$ cat config.mk
export PLATFORM = sky130hd
export DESIGN_NAME = pts_ctrl
export DESIGN_NICKNAME = d
export VERILOG_FILES = /design/src/rtl/pts_pkg.sv /design/src/rtl/pts_ctrl.sv
export SDC_FILE = /design/constraint.sdc
export NUM_CORES = 1
export LEC_CHECK = 0
export ABC_AREA = 1
export BUFFER_PORTS_ARGS = -buffer_cell sky130_fd_sc_hd__buf_4
export CELL_PAD_IN_SITES_DETAIL_PLACEMENT = 1
export CELL_PAD_IN_SITES_GLOBAL_PLACEMENT = 1
export CORE_MARGIN = 2
export CORE_UTILIZATION = 35
export CTS_CLUSTER_SIZE = 10
export DETAILED_ROUTE_END_ITERATION = 12
export GPL_ROUTABILITY_DRIVEN = 1
export PLACE_DENSITY = 0.79
export SLEW_MARGIN = 5
export SYNTH_ARGS = -nofsm -noshare
export SYNTH_HDL_FRONTEND = slang
export SYNTH_SLANG_ARGS = --single-unit
$ cat constraint.sdc
create_clock -name clk -period 1.45 [get_ports clk]
set_input_delay 0.435 -clock clk [delete_from_list [all_inputs] [get_ports clk]]
set_output_delay 0.435 -clock clk [all_outputs]
set_load 0.02 [all_outputs]
$ cat src/rtl/pts_pkg.sv
// Shared types, constants and helper functions of the polynomial-time texture sampler.
package pts_pkg;

	// Store geometry
	localparam int MAX_WIDTH   = 32;
	localparam int MAX_HEIGHT  = 32;
	localparam int POLY_DEGREE = 5;
	localparam int MAP_COUNT   = 8;
	localparam int COEF_COUNT  = POLY_DEGREE + 1;
	localparam int STORE_DEPTH = MAP_COUNT * COEF_COUNT * MAX_HEIGHT * MAX_WIDTH;

	localparam int X_W    = $clog2(MAX_WIDTH);
	localparam int Y_W    = $clog2(MAX_HEIGHT);
	localparam int IDX_W  = (X_W > Y_W) ? X_W : Y_W;
	localparam int MAP_W  = 3;
	localparam int POW_W  = 3;
	localparam int MP_W   = $clog2(MAP_COUNT * COEF_COUNT);
	localparam int ADDR_W = MP_W + Y_W + X_W;

	// Field and register widths
	localparam int DATA_W    = 32;
	localparam int SIZE_W    = 6;
	localparam int TIME_W    = 17;
	localparam int RESULT_W  = 31;
	localparam int FRAC_W    = 16;
	localparam int PADDR_W   = 4;
	localparam int PDATA_W   = 32;

	// Fixed point
	localparam int ONE_Q16  = 65536;
	localparam int HALF_Q16 = ONE_Q16 / 2;
	localparam int MULB_W   = TIME_W + 1;
	localparam int ACC_W    = DATA_W + MULB_W;
	localparam int HSH_W    = ACC_W - FRAC_W;
	localparam int HSUM_W   = HSH_W + 1;
	localparam int SPROD_W  = FRAC_W + SIZE_W;
	localparam int SS_W     = SPROD_W + 1;

	// Item command codes
	localparam logic CMD_WRITE  = 1'b0;
	localparam logic CMD_SAMPLE = 1'b1;

	// Texel order: p00, p10, p01, p11
	localparam logic [1:0] TEXEL_LAST = 2'd3;

	// Register map, index = paddr[3:2]
	typedef enum logic [1:0] {
		REG_TEX_WIDTH  = 2'd0,
		REG_TEX_HEIGHT = 2'd1,
		REG_TIME_POS   = 2'd2
	} reg_idx_t;

	typedef enum logic [2:0] {
		ST_IDLE,
		ST_FETCH,
		ST_DRAIN,
		ST_BLEND,
		ST_DONE
	} state_t;

	// Blend multiply-accumulate steps
	typedef enum logic [2:0] {
		BL_P00  = 3'd0,
		BL_P10  = 3'd1,
		BL_P01  = 3'd2,
		BL_P11  = 3'd3,
		BL_ROW0 = 3'd4,
		BL_ROW1 = 3'd5
	} blend_step_t;

	typedef struct packed {
		logic [SIZE_W-1:0] tex_width;
		logic [SIZE_W-1:0] tex_height;
		logic [TIME_W-1:0] time_pos;
	} cfg_t;

	// Controller to datapath commands
	typedef struct packed {
		logic              write_coef;
		logic              start_sample;
		logic              rd_en;
		logic [1:0]        rd_texel;
		logic [POW_W-1:0]  rd_pow;
		logic              rd_first;
		logic              rd_last;
		logic              blend_en;
		blend_step_t       blend_step;
		logic              load_out;
	} ctl_t;

endpackage

$ cat src/rtl/pts_ctrl.sv
// Sequencer: accepts words, walks the coefficient fetch and blend steps, owns result valid.
module pts_ctrl (
	input  logic          clk,
	input  logic          arst_n,
	input  logic          item_valid,
	output logic          item_ready,
	input  logic          item_cmd,
	output logic          result_valid,
	input  logic          result_ready,
	output pts_pkg::ctl_t ctl
);
	import pts_pkg::*;

	state_t           state_q;
	state_t           state_nxt;
	logic [1:0]       texel_q;
	logic [POW_W-1:0] pow_q;
	blend_step_t      bstep_q;
	logic             accept;
	logic             fetch_end;
	logic             out_free;
	logic             result_valid_q;

	assign accept    = item_valid & item_ready;
	assign fetch_end = (texel_q == TEXEL_LAST) && (pow_q == '0);
	assign out_free  = !result_valid_q || result_ready;

	// next state
	always_comb begin
		state_nxt = state_q;
		unique case (state_q)
			ST_IDLE:  if (item_valid && item_cmd == CMD_SAMPLE) state_nxt = ST_FETCH;
			ST_FETCH: if (fetch_end) state_nxt = ST_DRAIN;
			ST_DRAIN: state_nxt = ST_BLEND;
			ST_BLEND: if (bstep_q == BL_ROW1) state_nxt = ST_DONE;
			ST_DONE:  if (out_free) state_nxt = ST_IDLE;
			default:  state_nxt = ST_IDLE;
		endcase
	end

	// outputs
	always_comb begin
		item_ready       = 1'b0;
		ctl              = '0;
		ctl.rd_texel     = texel_q;
		ctl.rd_pow       = pow_q;
		ctl.rd_first     = (pow_q == POW_W'(POLY_DEGREE));
		ctl.rd_last      = (pow_q == '0);
		ctl.blend_step   = bstep_q;
		unique case (state_q)
			ST_IDLE: begin
				item_ready       = 1'b1;
				ctl.write_coef   = accept && (item_cmd == CMD_WRITE);
				ctl.start_sample = accept && (item_cmd == CMD_SAMPLE);
			end
			ST_FETCH: ctl.rd_en    = 1'b1;
			ST_DRAIN: ;
			ST_BLEND: ctl.blend_en = 1'b1;
			ST_DONE:  ctl.load_out = out_free;
			default: ;
		endcase
	end

	always_ff @(posedge clk or negedge arst_n) begin
		if (!arst_n) begin
			state_q <= ST_IDLE;
		end else begin
			state_q <= state_nxt;
		end
	end

	// fetch and blend counters
	always_ff @(posedge clk or negedge arst_n) begin
		if (!arst_n) begin
			texel_q <= '0;
			pow_q   <= POW_W'(POLY_DEGREE);
			bstep_q <= BL_P00;
		end else begin
			unique case (state_q)
				ST_IDLE: begin
					texel_q <= '0;
					pow_q   <= POW_W'(POLY_DEGREE);
				end
				ST_FETCH: begin
					if (pow_q == '0) begin
						pow_q   <= POW_W'(POLY_DEGREE);
						texel_q <= texel_q + 2'd1;
					end else begin
						pow_q <= pow_q - POW_W'(1);
					end
				end
				ST_DRAIN: bstep_q <= BL_P00;
				ST_BLEND: bstep_q <= blend_step_t'(bstep_q + 3'd1);
				default: ;
			endcase
		end
	end

	// result word valid
	always_ff @(posedge clk or negedge arst_n) begin
		if (!arst_n) begin
			result_valid_q <= 1'b0;
		end else if (ctl.load_out) begin
			result_valid_q <= 1'b1;
		end else if (result_ready) begin
			result_valid_q <= 1'b0;
		end
	end

	assign result_valid = result_valid_q;

endmodule

-- Word-level counts from Yosys, hierarchy flattened
Index checks and enable logic that the tools add are counted.
- add/subtract/negate cells: 3
- equal/unequal tests: 12
- muxes and demuxes: 17
- bitwise operators: 2
- reductions and logical operators: 13
- operator list (operator ; number):
    $mux 3 ; 5
    $pmux 3 s5 ; 1
    $pmux 3 s2 ; 2
    $ne 2x2->1 const B ; 5
    $eq 3x3->1 const B ; 3
    $eq 3x2->1 const B ; 2
    $logic_not 3->1 ; 2
    $mux 1 ; 6
    $reduce_bool 2->1 ; 3
    $logic_and 1x1->1 ; 4
    $mux 2 ; 2
    $pmux 2 s2 ; 1
    $reduce_and 4->1 ; 1
    $add 3x1->3 const B ; 1
    $eq 3x1->1 const B ; 1
    $sub 3x1->3 const B ; 1
    $add 2x1->2 const B ; 1
    $eq 2x2->1 const B ; 1
    $reduce_and 2->1 ; 1
    $and 1x1->1 ; 1
    $logic_not 1->1 ; 1
    $logic_or 1x1->1 ; 1
    $not 1->1 ; 1
- register bits: 12
- input port bits: 5
- output and inout bits: 17
- word-level logic and storage cells: 52

-- Longest topological paths before layout
- depth after elaboration: 5
- depth in mapped cells: 8
- mapped depth without buffers: 8

-- Worst setup path before layout
No wires, ideal clock.
- path kind: register -> output
- start: register state_q[0]
- end: output ctl[14] in the netlist's numbering
- arrival time: 1271 ps
- data required time: 1015 ps
- slack: -256 ps
- stages on the path, launching flop included: 7
- cells stage by stage: dfrtp_1 buf_6 nor2_2 inv_1 nor2_2 nand2_1 nor2_1
- RTL lines (item ; RTL line ; text):
    start, declared ; pts_ctrl.sv:14 ; state_t state_q;
    start signal, assigned ; pts_ctrl.sv:68 ; state_q <= state_nxt;
    end, declared ; pts_ctrl.sv:10 ; output pts_pkg::ctl_t ctl

==> flow_results.org <==
** Timing
- Worst-case setup margin in the final layout :: -0.296 ns
- Final setup violation count :: 9
- Final max-slew violation count :: 0
- Maximum operating frequency :: 573 MHz
- The clock arrives with 0.0114 ns of skew.
- The worst path uses 120% of the clock period.
- The routed design could run at a clock period as short as approximately 1.7 ns.
- Hold Fails Final Rpt :: 0
- Worst Max-Slew Pin Slew :: 0.267 ns
- Slew Limit Headroom :: ~82%
- Setup TNS :: -1.81 ns
- Unrepaired setup endpoints after global routing :: true

** Layout
- Area of all placed cells without fillers :: 1140 um2
- Seq. cell area :: 304 um2
- Counting the fill cells in the layout gives 245.
- Number of antenna repair diodes :: 0
- Cells with a size suffix above 1 make up 55.8% of the layout.
- Area growth from synthesis to layout :: 61.8%
- Post-layout instance count excluding filler cells :: about 160
- Area of the multi-input gates :: 405 um2
- The net count of the finished layout is 139.

** Drt
- Across all layers, the routed design uses 746 vias.
- DRT Pass-1 Iters :: 4
- # DRC :: 0
- After detailed routing, the average wire length per cell comes to 16.1 um.
- Via density per instance :: 4.78
- In this run the remaining antenna-violating nets after routing total 0.
- Total wirelength of the detailed-routed design :: 2.52 mm
- After the first detailed-routing iteration, the DRC count stood at 12.

** Logic synthesis
- Area share of xor/xnor cells in the synthesized design :: 1.24%
- Multiplexer area fraction after synthesis :: 0%
- The most common cell in the synthesized netlist is sky130_fd_sc_hd__nand2_1.
- Cell area after synthesis :: slightly above 700 um2
- Main synth FF type :: sky130_fd_sc_hd__dfrtp_1
- Top area cells in the synthesized netlist :: sky130_fd_sc_hd__dfrtp_1, sky130_fd_sc_hd__nand2_1, sky130_fd_sc_hd__dfstp_2
- The synthesized netlist devotes a little under a tenth of its cell area to compound gates.
- Share of flip-flops with an asynchronous set or reset after synthesis :: 100%
- Post-synth top area share :: between 30% and 40%
- The synthesized netlist devotes slightly above 7% of its cell area to adder and majority cells.
- During synthesis, Yosys emitted a total of 0 warnings.
- After Yosys synthesis, and, or, nand and nor cells account for between 20% and 30% of the synthesized area.
- Dividing the synthesized area by the synthesized cell count gives 8.03 um2.
- Area leader, netlist :: sky130_fd_sc_hd__dfrtp_1
- Main combinational cell family by area after synthesis :: simple AND/OR/NAND/NOR gates
- The synthesized design contains 0 enable-type register cells.
- Sequential area share after synthesis :: 42.8%
- Number of instances in the synthesized netlist :: 88
- The number of nets handed over by synthesis was 97.
- The netlist uses 20 different library cells.
- Leading post-synthesis cells by instance count :: sky130_fd_sc_hd__nand2_1, sky130_fd_sc_hd__inv_1, sky130_fd_sc_hd__dfrtp_1
- Flops & latches, synth :: 12

** Die
- Measured along the y axis, the die boundary spans 48.9 um.
- Count of boundary I/O pins :: 22
- Starting utilization of the core area :: 36.4%
- In this run the horizontal extent of the chip is 48.9 um.
- Core Rows :: 16
- Core ar. :: between 1500 and 2000 um2
- Die Footprint :: 2400 um2

** Worst setup path
- Required time worst endpoint :: 1.02 ns
- Along the worst path, the maximum fanout reaches 3.
- Critical path capture point type :: output port
- Data on the critical path arrives at its endpoint at about 1.3 ns.
- The worst setup path is of the reg2out kind.
- Startpoint types :: flop
- Worst r2r path cells :: 9

** Place
- Routability-driven placement congestion ratio :: 0.810
- Worst slack at placement :: -0.0320 ns
- DP HPWL :: 1.49 mm
- The count of buffers added on input and output ports is 21.
- Placed standard-cell area :: about 960 um2
- Including well taps, the total number of placed cells is 142.

** Min path
- The path class of the tightest hold or removal check is in2reg.
- Hold Path Depth :: 4

** CTS
- Later-pin clock latency in the skew report :: 0.28 ns
- TritonCTS built the clock tree.
- Clk slew on worst S/H paths :: 0.07 ns
- CTS max path bufs :: 2
- In this run the number of H-tree levels came out at 1.
- Number of CTS-inserted buffers :: 3
- Clock tree synthesis found a total of 12 sinks.
- The root buffer cell chosen for the clock tree is sky130_fd_sc_hd__clkbuf_4.

** Global routing
- Global routing used 20.9% of the available tracks.
- Entering global routing, the biggest net connects 13 pins.
- The initial antenna violation count is 0.
- The number of global-route vias before repair came to around 800.
- The first global-routing pass estimated 3.81 mm of wire.
- Final global-route overflow total :: 0

** Run status
- The checks that failed: setup timing.
- The flow ran to the end, but the final reports show violations.

** Power
- Power spread over the standard cell area amounts to 2350 nW/um2.
- Total Power Consumption :: 2.68 mW
- Static leakage power :: roughly 0.58 nW
- Worst vdd rail ir drop :: 1.06 mV

** Flow run
- Across the run, the number of max-cap violations was 0.
## cell type report
cell class / count / share of cell area, %
clock buffer: 4 / 2.30
inverter: 14 / 4.60
multi-input combinational: 60 / 35.4
sequential: 12 / 26.6
tap: 27 / 2.95
timing repair buffer: 39 / 28.1
## power by group
group          leakage, nW  switching (mW)  internal [mW]  total (mW)
Clock               0.0150           0.121          0.107       0.228
Sequential           0.152           0.136          0.477       0.614
Combinational        0.418            1.04          0.804        1.84
Total                0.584            1.30           1.39        2.68
## logic make-up after synthesis
family          after synthesis
flops                        12
fa+ha+maj                     4
simple gates                 43
compound gates               12
buf+inv                      16
xor+xnor                      1
## registers in the layout, summed over array words and instances (netlist names)
name and flops:
result_valid 1, bstep_q 3, pow_q 3, texel_q 2
state_q 3
## per-stage QoR
step	hold slack, ns	utilization, %
final	0.418	58.9
after global routing	0.435	58.9
after CTS	0.414	54.8
after detailed placement	0.286	49.2
after global placement	0.286	49.2
after floorplan	0.139	-
## critical path, cell delays in order (launching register included)
cell and delay [ns]:
sky130_fd_sc_hd__dfrtp_1 0.42, sky130_fd_sc_hd__nor2_2 0.17, sky130_fd_sc_hd__inv_2 0.08, sky130_fd_sc_hd__nor2_4 0.10
sky130_fd_sc_hd__nand2_2 0.06, sky130_fd_sc_hd__nor2_2 0.09, sky130_fd_sc_hd__buf_6 0.12
## metal layers
metal	routed length [um]	GRT usage, %	part of all wire (%)
met5	0	0	0
met3	71	3.68	2.8
met2	1310	36.5	52
met1	1060	26.9	42
met4	78	4.29	3.1
## final timing paths
kind                                                 end  slack (ns)                     start
max in group asynchronous           pow_q[0]$_DFFE_PN1P_        0.69                    arst_n
min in group asynchronous         texel_q[1]$_DFFE_PN0P_        0.51                    arst_n
worst min-delay path            result_valid$_DFFE_PN0P_        0.42              result_ready
worst min register to register  result_valid$_DFFE_PN0P_        0.52  result_valid$_DFFE_PN0P_
worst max register to register    state_q[0]$_DFFE_PN0P_       -0.05      pow_q[1]$_DFFE_PN0P_
worst max-delay path                             ctl[14]       -0.30    state_q[0]$_DFFE_PN0P_
## cell usage in the layout, fill, tap and decap left out, types with 2 or more instances in the layout
cell | netlist | final
sky130_fd_sc_hd__buf_4 | 0 | 31
sky130_fd_sc_hd__nand2_1 | 18 | 14
sky130_fd_sc_hd__dfrtp_1 | 10 | 9
sky130_fd_sc_hd__inv_1 | 11 | 8
sky130_fd_sc_hd__buf_6 | 2 | 7
sky130_fd_sc_hd__inv_2 | 3 | 6
sky130_fd_sc_hd__nand2_2 | 3 | 6
sky130_fd_sc_hd__o21ai_0 | 6 | 6
sky130_fd_sc_hd__nor2_1 | 7 | 5
sky130_fd_sc_hd__nor2_4 | 2 | 4
sky130_fd_sc_hd__nand3_1 | 8 | 4
sky130_fd_sc_hd__nand3_2 | 0 | 4
sky130_fd_sc_hd__ha_1 | 4 | 3
sky130_fd_sc_hd__clkbuf_4 | 0 | 3
sky130_fd_sc_hd__nor2_2 | 2 | 2
sky130_fd_sc_hd__nor3_2 | 0 | 2
sky130_fd_sc_hd__a21oi_1 | 2 | 2
sky130_fd_sc_hd__dfstp_2 | 2 | 2
## what timing repair did
action / 4_1_cts / 5_1_grt
buffers inserted: 6 / 3
gates resized for setup: 10 / 14
pin swaps: 3 / 8
endpoints found under the setup margin: 8 / 11
gates cloned: 0 / 0
hold endpoints to repair: 10 / 0
hold buffers: 1 / 0
No activity file was read; power rests on OpenSTA's default activity.
