## config.mk

```make
export PLATFORM = sky130hd
export DESIGN_NAME = pts_regs
export DESIGN_NICKNAME = d
export VERILOG_FILES = /design/src/rtl/pts_pkg.sv /design/src/rtl/pts_regs.sv
export SDC_FILE = /design/constraint.sdc
export NUM_CORES = 1
export LEC_CHECK = 0
export ABC_AREA = 1
export BUFFER_PORTS_ARGS = -buffer_cell sky130_fd_sc_hd__buf_2
export CAP_MARGIN = 20
export CORE_ASPECT_RATIO = 0.9
export CORE_MARGIN = 2
export CORE_UTILIZATION = 37
export DETAILED_ROUTE_END_ITERATION = 7
export PLACE_DENSITY = 0.76
export SLEW_MARGIN = 10
export SYNTH_ARGS = -nofsm -noshare
export SYNTH_HDL_FRONTEND = slang
export SYNTH_SLANG_ARGS = --single-unit
export TNS_END_PERCENT = 10
```

## constraint.sdc

```tcl
create_clock -name clk -period 0.8 [get_ports clk]
set_clock_uncertainty 0.2 [all_clocks]
set_input_delay 0.04 -clock clk [delete_from_list [all_inputs] [get_ports clk]]
set_output_delay 0.04 -clock clk [all_outputs]
set_load 0.01 [all_outputs]
```

## src/rtl/pts_pkg.sv

```systemverilog
// Shared types, constants and helper functions of the polynomial-time texture sampler.
package pts_pkg;

	// Store geometry
	localparam int MAX_WIDTH   = 32;
	localparam int MAX_HEIGHT  = 32;
	localparam int POLY_DEGREE = 5;
	localparam int MAP_COUNT   = 8;
	localparam int COEF_COUNT  = POLY_DEGREE + 1;
	localparam int STORE_DEPTH = MAP_COUNT * COEF_COUNT * MAX_HEIGHT * MAX_WIDTH;

	localparam int X_W    = $clog2(MAX_WIDTH);
	localparam int Y_W    = $clog2(MAX_HEIGHT);
	localparam int IDX_W  = (X_W > Y_W) ? X_W : Y_W;
	localparam int MAP_W  = 3;
	localparam int POW_W  = 3;
	localparam int MP_W   = $clog2(MAP_COUNT * COEF_COUNT);
	localparam int ADDR_W = MP_W + Y_W + X_W;

	// Field and register widths
	localparam int DATA_W    = 32;
	localparam int SIZE_W    = 6;
	localparam int TIME_W    = 17;
	localparam int RESULT_W  = 31;
	localparam int FRAC_W    = 16;
	localparam int PADDR_W   = 4;
	localparam int PDATA_W   = 32;

	// Fixed point
	localparam int ONE_Q16  = 65536;
	localparam int HALF_Q16 = ONE_Q16 / 2;
	localparam int MULB_W   = TIME_W + 1;
	localparam int ACC_W    = DATA_W + MULB_W;
	localparam int HSH_W    = ACC_W - FRAC_W;
	localparam int HSUM_W   = HSH_W + 1;
	localparam int SPROD_W  = FRAC_W + SIZE_W;
	localparam int SS_W     = SPROD_W + 1;

	// Item command codes
	localparam logic CMD_WRITE  = 1'b0;
	localparam logic CMD_SAMPLE = 1'b1;

	// Texel order: p00, p10, p01, p11
	localparam logic [1:0] TEXEL_LAST = 2'd3;

	// Register map, index = paddr[3:2]
	typedef enum logic [1:0] {
		REG_TEX_WIDTH  = 2'd0,
		REG_TEX_HEIGHT = 2'd1,
		REG_TIME_POS   = 2'd2
	} reg_idx_t;

	typedef enum logic [2:0] {
		ST_IDLE,
		ST_FETCH,
		ST_DRAIN,
		ST_BLEND,
		ST_DONE
	} state_t;

	// Blend multiply-accumulate steps
	typedef enum logic [2:0] {
		BL_P00  = 3'd0,
		BL_P10  = 3'd1,
		BL_P01  = 3'd2,
		BL_P11  = 3'd3,
		BL_ROW0 = 3'd4,
		BL_ROW1 = 3'd5
	} blend_step_t;

	typedef struct packed {
		logic [SIZE_W-1:0] tex_width;
		logic [SIZE_W-1:0] tex_height;
		logic [TIME_W-1:0] time_pos;
	} cfg_t;

	// Controller to datapath commands
	typedef struct packed {
		logic              write_coef;
		logic              start_sample;
		logic              rd_en;
		logic [1:0]        rd_texel;
		logic [POW_W-1:0]  rd_pow;
		logic              rd_first;
		logic              rd_last;
		logic              blend_en;
		blend_step_t       blend_step;
		logic              load_out;
	} ctl_t;

endpackage

```

## src/rtl/pts_regs.sv

```systemverilog
// APB configuration registers: texture width, height and evaluation time.
module pts_regs (
	input  logic                         clk,
	input  logic                         arst_n,
	input  logic                         psel,
	input  logic                         penable,
	input  logic                         pwrite,
	input  logic [pts_pkg::PADDR_W-1:0]  paddr,
	input  logic [pts_pkg::PDATA_W-1:0]  pwdata,
	output logic [pts_pkg::PDATA_W-1:0]  prdata,
	output logic                         pready,
	output pts_pkg::cfg_t                cfg
);
	import pts_pkg::*;

	logic              wr_en;
	reg_idx_t          idx;
	logic [SIZE_W-1:0] tex_width_q;
	logic [SIZE_W-1:0] tex_height_q;
	logic [TIME_W-1:0] time_pos_q;

	assign pready = 1'b1;
	assign wr_en  = psel & penable & pwrite;
	assign idx    = reg_idx_t'(paddr[3:2]);

	// register writes
	always_ff @(posedge clk or negedge arst_n) begin
		if (!arst_n) begin
			tex_width_q  <= SIZE_W'(MAX_WIDTH);
			tex_height_q <= SIZE_W'(MAX_HEIGHT);
			time_pos_q   <= '0;
		end else if (wr_en) begin
			unique case (idx)
				REG_TEX_WIDTH:  tex_width_q  <= pwdata[SIZE_W-1:0];
				REG_TEX_HEIGHT: tex_height_q <= pwdata[SIZE_W-1:0];
				REG_TIME_POS:   time_pos_q   <= pwdata[TIME_W-1:0];
				default: ;
			endcase
		end
	end

	// read mux
	always_comb begin
		unique case (idx)
			REG_TEX_WIDTH:  prdata = PDATA_W'(tex_width_q);
			REG_TEX_HEIGHT: prdata = PDATA_W'(tex_height_q);
			REG_TIME_POS:   prdata = PDATA_W'(time_pos_q);
			default:        prdata = '0;
		endcase
	end

	assign cfg.tex_width  = tex_width_q;
	assign cfg.tex_height = tex_height_q;
	assign cfg.time_pos   = time_pos_q;

endmodule

```

== Word level (Yosys, flattened, before mapping) ==
Index checks and enable logic that the tools add are counted.
Widths: inputs -> output; s select.

* Bits in writable memories: 0
* Latch bits: 0
* Output and inout port bits: 62
* Memories kept: 0
* Word-level logic and storage cells: 12
* Bits in read-only memories: 0
* Flip-flop bits (word level): 29
* Input bits: 41

* Muxes and demuxes: 1
* Bitwise operators: 2
* Divide/modulo/power cells: 0
* Equality and inequality tests: 2
* Order comparisons: 0
* Shift-type cells: 0
* $add $sub $neg: 0
* Multiply operators: 0
* Reductions and logical operators: 4

{| class="wikitable"
|+ Operators with widths
! kind !! count
|-
| $pmux 17 s3 || 1
|-
| $reduce_and 2->1 || 3
|-
| $and 1x1->1 || 2
|-
| $eq 2x1->1 const B || 1
|-
| $eq 2x2->1 const B || 1
|-
| $logic_not 2->1 || 1
|}

== Logic depth before layout (Yosys ltp) ==
Gate-level depths: netlist of the first run.

* Word-level depth: 3
* Depth in mapped cells: 7

== Least setup slack after synthesis of the first run ==
OpenSTA, ideal clock, no wires.

* Path kind: register to output
* From: register tex_width_q[5]
* To: output port prdata[5] (netlist bit)
* Slack: -0.166 ns
* Stages on the path, launching flop included: 3
* Arrival time: 0.726 ns
* Path buffers: 0
* Required time: 0.560 ns
* Cell sequence: dfstp_2 > nand2_1 > nand3_1

* Word-level cells in the longest chain between the ends: 1

{| class="wikitable"
|+ RTL lines
! item !! RTL line !! RTL
|-
| from (decl) || pts_regs.sv:18 || <nowiki>logic [SIZE_W-1:0] tex_width_q;</nowiki>
|-
| from (signal assigned) || pts_regs.sv:29 || <nowiki>tex_width_q <= SIZE_W'(MAX_WIDTH);</nowiki>
|-
| from (signal assigned) || pts_regs.sv:34 || <nowiki>REG_TEX_WIDTH: tex_width_q <= pwdata[SIZE_W-1:0];</nowiki>
|-
| $pmux 17 s3 || pts_regs.sv:44 || <nowiki>unique case (idx)</nowiki>
|-
| to (decl) || pts_regs.sv:10 || <nowiki>output logic [pts_pkg::PDATA_W-1:0] prdata,</nowiki>
|}

No other way between the ends.

== Worst setup path in the final report of the first run ==
Ends and elaborated chain as after synthesis.

==> summary.txt, run 1 <==
GRT
  – Total grt overflow: 0
  – Largest net degree at the start of global routing: 20
  – Vias in the first global route: 1,333
  – Tot GR Track Use: between 10% and 20%
  – First-pass GRT wire length: roughly 6200 um
  – Initial antenna violation count: 0

Floorplan
  – Die W: approximately 71 um
  – Core Box Area: between 0.003 and 0.004 mm^2
  – I/O pins: 103
  – Die Y: around 64 um
  – Die ar.: 0.00450 mm^2
  – Starting Density: between 30 and 40%
  – # rows: 21

Detailed routing
  – Antenna viol nets, final: 0
  – Initial DRT Pass Iterations: 4
  – DRT iter0 DRCs: 70
  – Drt via density: roughly 4.4
  – Met2 wire length: 1940 um
  – WL final: between 3000 and 4000 um
  – Top Layer Used: met4
  – # DRC: 0
  – Routed wire per std cell: about 11 um
  – Metal3 WL: about 230 um
  – Total number of vias: 1,522
  – DRT met1 WL: 1710 um

Clocking
  – Root buffer cell: clkbuf_8
  – CTS tree: yes
  – Clock buffer depth: 2
  – CTS Sinks: 29
  – Reg clk slew, reported paths: around 0.06 ns
  – Clock Latency Late Sink: about 0.28 ns
  – CTS HTree Levels: 2
  – Cts bufs inserted: 5

Timing
  – WHS: -0.566 ns
  – Period minus WS final: around 1.3 ns
  – Final worst-path setup slack: -0.484 ns
  – FMAX: about 780 MHz
  – Slew Viols, Final: 0
  – Final hold vios: 58
  – RSZ-0062 raised after global routing: yes
  – Period utilization: 161%
  – Final setup vio count: 75

Layout
  – Layout cells sized above 1: ~40%
  – Design area: ~0.0022 mm^2
  – Layout Utilization: around 60%
  – Area growth syn-to-layout: 50.0%
  – Post-layout nets: ~340
  – # diodes: 0

Yosys
  – Post-Syn Area: between 0.001 and 0.0015 mm^2
  – Post-Synthesis Cells: 201
  – YS warnings: 0
  – #FFs+latches synth: 29
  – Cell variety after synth: 14
  – Post-synthesis sequential area ratio: around 50%
  – Avg Inst Size Synth: ~7.3 um^2

Worst setup path
  – Worst Setup End Kind: output port
  – Nature of the critical path startpoint: register
  – Crit Path Class: reg -> out
  – Crit path required time: approximately 0.56 ns
  – CP Data Arrival Time: 1.04 ns
  – CP max FO: 3

Run
  – Number of max-cap violations: 0

Status
  – Failing checks: negative hold slack, negative setup slack
  – Status: finished with violations

Hold path
  – Hold Crit Class: in -> async

Placed design
  – Cell Area, Placed: a little under 0.002 mm^2
  – Detailed placer's ending HPWL: about 2900 um
  – RePlAce Congestion: about 0.76
  – Pre-CTS WS: -0.287 ns
  – IO buf count: 69

Pwr
  – Leak: 1.37 nW
  – Pwr Density: 2140 mW/mm^2
  – VDD IR-drop max: between 1 and 1.5 mV
[placed cells by master, fill, tap and decap left out, types with 4 or more instances in the layout]
cell	netlist	routed
nand2_1	110	104
buf_2	1	65
dfrtp_1	27	27
buf_4	17	24
conb_1	2	16
inv_1	14	14
nor2_1	15	14
buf_6	1	6
nand2_2	1	5
clkbuf_8	0	5
nand3_1	7	4
[Yosys cell counts]
cell / instances / area share [%]
buf_6: 1 / 0.76
nand2_2: 1 / 0.43
nand2_1: 110 / 28
buf_4: 17 / 8.7
nor2_1: 15 / 3.8
conb_1: 2 / 0.51
dfrtp_1: 27 / 46
nor2_4: 1 / 0.76
inv_2: 2 / 0.51
nand3_1: 7 / 2.4
nand2_4: 1 / 0.76
buf_2: 1 / 0.34
inv_1: 14 / 3.6
dfstp_2: 2 / 3.6
[worst max-delay path, cell delays in order (launching register included)]
cell and delay, ns:
dfstp_2 0.55, nand2_2 0.05, nand3_2 0.07, buf_6 0.10
[through the flow]
stage               hold slack (ns)  instances  TNS [ns]  power, W
floorplan                    -0.456        215     -2.26   0.00269
global placement             -0.257        328     -8.87   0.00331
detailed placement           -0.263        328     -9.69   0.00334
CTS                          -0.563        342    -16.48   0.00462
global route                 -0.555        348    -19.67   0.00501
finish                       -0.566        348    -16.93   0.00473
[flip-flops by register name (all words and copies together), names as in the netlist]
name and count:
tex_width_q 6, time_pos_q 17, tex_height_q 6
[kinds of logic after synthesis]
kind of cell           Yosys count  share of synthesized area, %
other                            2                         0.510
AND/OR/NAND/NOR                135                          36.2
buffers and inverters           35                          13.8
flip-flops                      29                          49.4
[final timing paths]
check / from / endpoint / slack (ns) / cells past startpoint
min in group clk: pwdata[15] / time_pos_q[15] / -0.24 / 3
hold reg to reg: tex_width_q[4] / tex_width_q[4] / 0.30 / 2
setup reg to reg: time_pos_q[3] / time_pos_q[3] / -0.24 / 4
max in group asynchronous: arst_n / time_pos_q[0] / 0.58 / 2
setup / recovery: tex_width_q[5] / prdata[5] / -0.48 / 3
hold / removal: arst_n / time_pos_q[4] / -0.57 / 1
[power by group]
part / switching, W / internal, W
sequential: 0.000253 / 0.00179
clock: 0.000543 / 0.000601
combinational: 0.000773 / 0.000772
total: 0.00157 / 0.00316
[cell type report]
type | count | area (um^2)
inverter | 16 | 67.6
clock buffer | 6 | 72.6
sequential | 29 | 728
fill | 359 | 1550
clock inverter | 2 | 10.0
multi-input combinational | 151 | 641
tap | 46 | 57.6
timing repair buffer | 98 | 633
[timing repair]
item / CTS / global route
pin swaps: 28 / 4
setup buffers: 6 / 6
resized for setup: 6 / 6
endpoints found under the hold margin: 58 / 58
endpoints found under the setup margin: 75 / 75
[per-layer routing]
metal | track usage (%) | vias up
met5 | 0 | -
met4 | 7.21 | 0
met3 | 4.26 | 8
met2 | 29.7 | 54
met1 | 22.1 | 701
li1 | - | 759
Power figures use the tool's default switching activity.
==> run 2, diff against run 1 <==
- GPL_TIMING_DRIVEN: unset -> 0
- PLACE_DENSITY: 0.76 -> unset
- PLACE_DENSITY_LB_ADDON: unset -> 0.15
==> summary.txt, run 2 (synthesis gave the netlist of run 1 again) <==
Placed design
  – Placed Instances: 330
  – Pre-CTS WS: -0.683 ns
  – IO buf count: between 60 and 70
  – Detailed placer's ending HPWL: approximately 2800 um
  – RePlAce Congestion: just under 0.8

Clocking
  – Clock Latency Late Sink: between 0.2 and 0.3 ns
  – Reg clk slew, reported paths: 0.07 ns
  – CTS Sinks: 29
  – CTS HTree Levels: 2
  – Cts bufs inserted: 5
  – Clock buffer depth: 2
  – CTS tree: yes
  – Root buffer cell: clkbuf_8

Detailed routing
  – Antenna viol nets, final: 0
  – Drt via density: 4.26
  – DRT met1 WL: 1670 um
  – WL final: roughly 4000 um
  – Met2 wire length: just under 2000 um
  – DRT iter0 DRCs: 44
  – Routed wire per std cell: ~11 um
  – Initial DRT Pass Iterations: 4
  – Top Layer Used: met4
  – # DRC: 0
  – Total number of vias: about 1,500
  – Metal3 WL: about 300 um

Layout
  – Post-route insts no fill: 353
  – Top reg by flops: time_pos_q
  – Area growth syn-to-layout: 55.7%
  – Most common cell after layout, fill and taps aside: nand2_1
  – Layout cells sized above 1: 41.7%
  – Max reg flops: 17
  – Top Registers: time_pos_q: 17 flops, tex_height_q: 6 flops, tex_width_q: 6 flops
  – Commonest non-fill, non-tap cells in the layout: nand2_1 (105), buf_2 (60), dfrtp_1 (27), buf_4 (24), buf_6 (19)
  – Filler cell count: approximately 380
  – Layout Utilization: approximately three fifths
  – Post-layout nets: approximately 350
  – # diodes: 0

Worst setup path
  – CP Data Arrival Time: approximately 1.1 ns
  – Crit path required time: 0.56 ns
  – Worst Setup End Kind: output port
  – Crit Path Class: reg -> out
  – CP max FO: 3
  – Nature of the critical path startpoint: register

Timing
  – WHS: -0.428 ns
  – Final setup vio count: 74
  – Final worst-path setup slack: -0.514 ns
  – Actual slew at the worst max-slew pin: about 0.64 ns
  – Final hold vios: 58
  – RSZ-0062 raised after global routing: yes
  – Max_slew headroom: a little under three fifths
  – Period utilization: 164%
  – Slew Viols, Final: 0
  – Period minus WS final: about 1.3 ns
  – FMAX: approximately 760 MHz

Floorplan
  – I/O pins: between 100 and 150
  – Core Box Area: 0.00376 mm^2
  – Die Y: roughly 64 um
  – Die W: 70.5 um
  – # rows: 21
  – Starting Density: between 30 and 40%
  – Die ar.: 0.00450 mm^2

Pwr
  – Pwr Density: roughly 2100 mW/mm^2
  – Internal power: about 0.0033 W
  – Leak: between 1 and 1.5 nW
  – Switching Power: around 0.0016 W
  – Total design power: 0.00483 W
  – Comb power frac: roughly 35%
  – Clock share of power: between 20% and 30%
  – Share of power burned in registers: between 40% and 50%
  – VDD IR-drop max: around 1.2 mV
  – Sw Ratio: 32.7%

GRT
  – Initial antenna violation count: 0
  – Vias in the first global route: ~1,300
  – Largest net degree at the start of global routing: 30
  – Tot GR Track Use: 18.0%
  – Total grt overflow: 0
  – First-pass GRT wire length: ~6200 um

Status
  – Status: finished with violations
  – Failing checks: negative hold slack, negative setup slack

Run
  – Number of max-cap violations: 0

Hold path
  – Hold Crit Class: in -> async
[run 2: cell types whose count changed in the layout (fill, tap and decap cells not counted), sizes merged]
cell,change
buf,+5
[run 2: metrics by stage]
step	TNS, ns	area, um^2
floorplan	-2.26	1570
global placement	-15.33	1970
detailed placement	-15.36	1970
CTS	-16.53	2190
global route	-20.59	2290
finish	-17.34	2290
[run 2: timing repair]
item / 4_1_cts / 5_1_grt
setup endpoints to repair: 75 / 75
cloned: 0 / 0
endpoints found under the hold margin: 58 / 56
setup buffers: 8 / 7
resized for setup: 18 / 11
pin swaps: 20 / 4
[run 2: path summary, 6_finish.rpt]
check | cells after the start | from | slack (ns) | end
max in group asynchronous | 1 | arst_n | 0.40 | time_pos_q[11]
worst min register to register | 2 | tex_height_q[5] | 0.28 | tex_height_q[5]
worst max-delay path | 3 | tex_height_q[5] | -0.51 | prdata[5]
min in group clk | 3 | pwdata[12] | -0.24 | time_pos_q[12]
worst min-delay path | 1 | arst_n | -0.43 | tex_width_q[2]
worst max register to register | 4 | tex_width_q[5] | -0.29 | tex_width_q[5]
[run 2: layout make-up]
class	instances	area (um^2)	area share [%]
clock buffer	6	72.6	3.16
inverter	16	70.1	3.06
timing repair buffer	84	547	23.8
clock inverter	2	10.0	0.436
buffer	19	148	6.44
tap	46	57.6	2.51
multi-input combinational	151	661	28.8
sequential	29	728	31.8
[run 2: critical path, cell delays in order (launching register included)]
cell and delay, ns:
dfstp_2 0.55, nand2_2 0.06, nand3_2 0.09, buf_6 0.10
[run 2: layer usage]
metal / GRT usage [%] / up-vias
li1: - / 773
met1: 21.7 / 675
met2: 29.8 / 52
met3: 6.47 / 4
met4: 5.77 / 0
met5: 0 / -
[run 2: power groups by stage]
stage	sequential, W	clock (W)	combinational (W)
after floorplan	0.00216	0	0.000530
after global placement	0.00202	0	0.00122
after detailed placement	0.00204	0	0.00124
after CTS	0.00200	0.00117	0.00151
after global routing	0.00205	0.00126	0.00185
final	0.00201	0.00115	0.00167
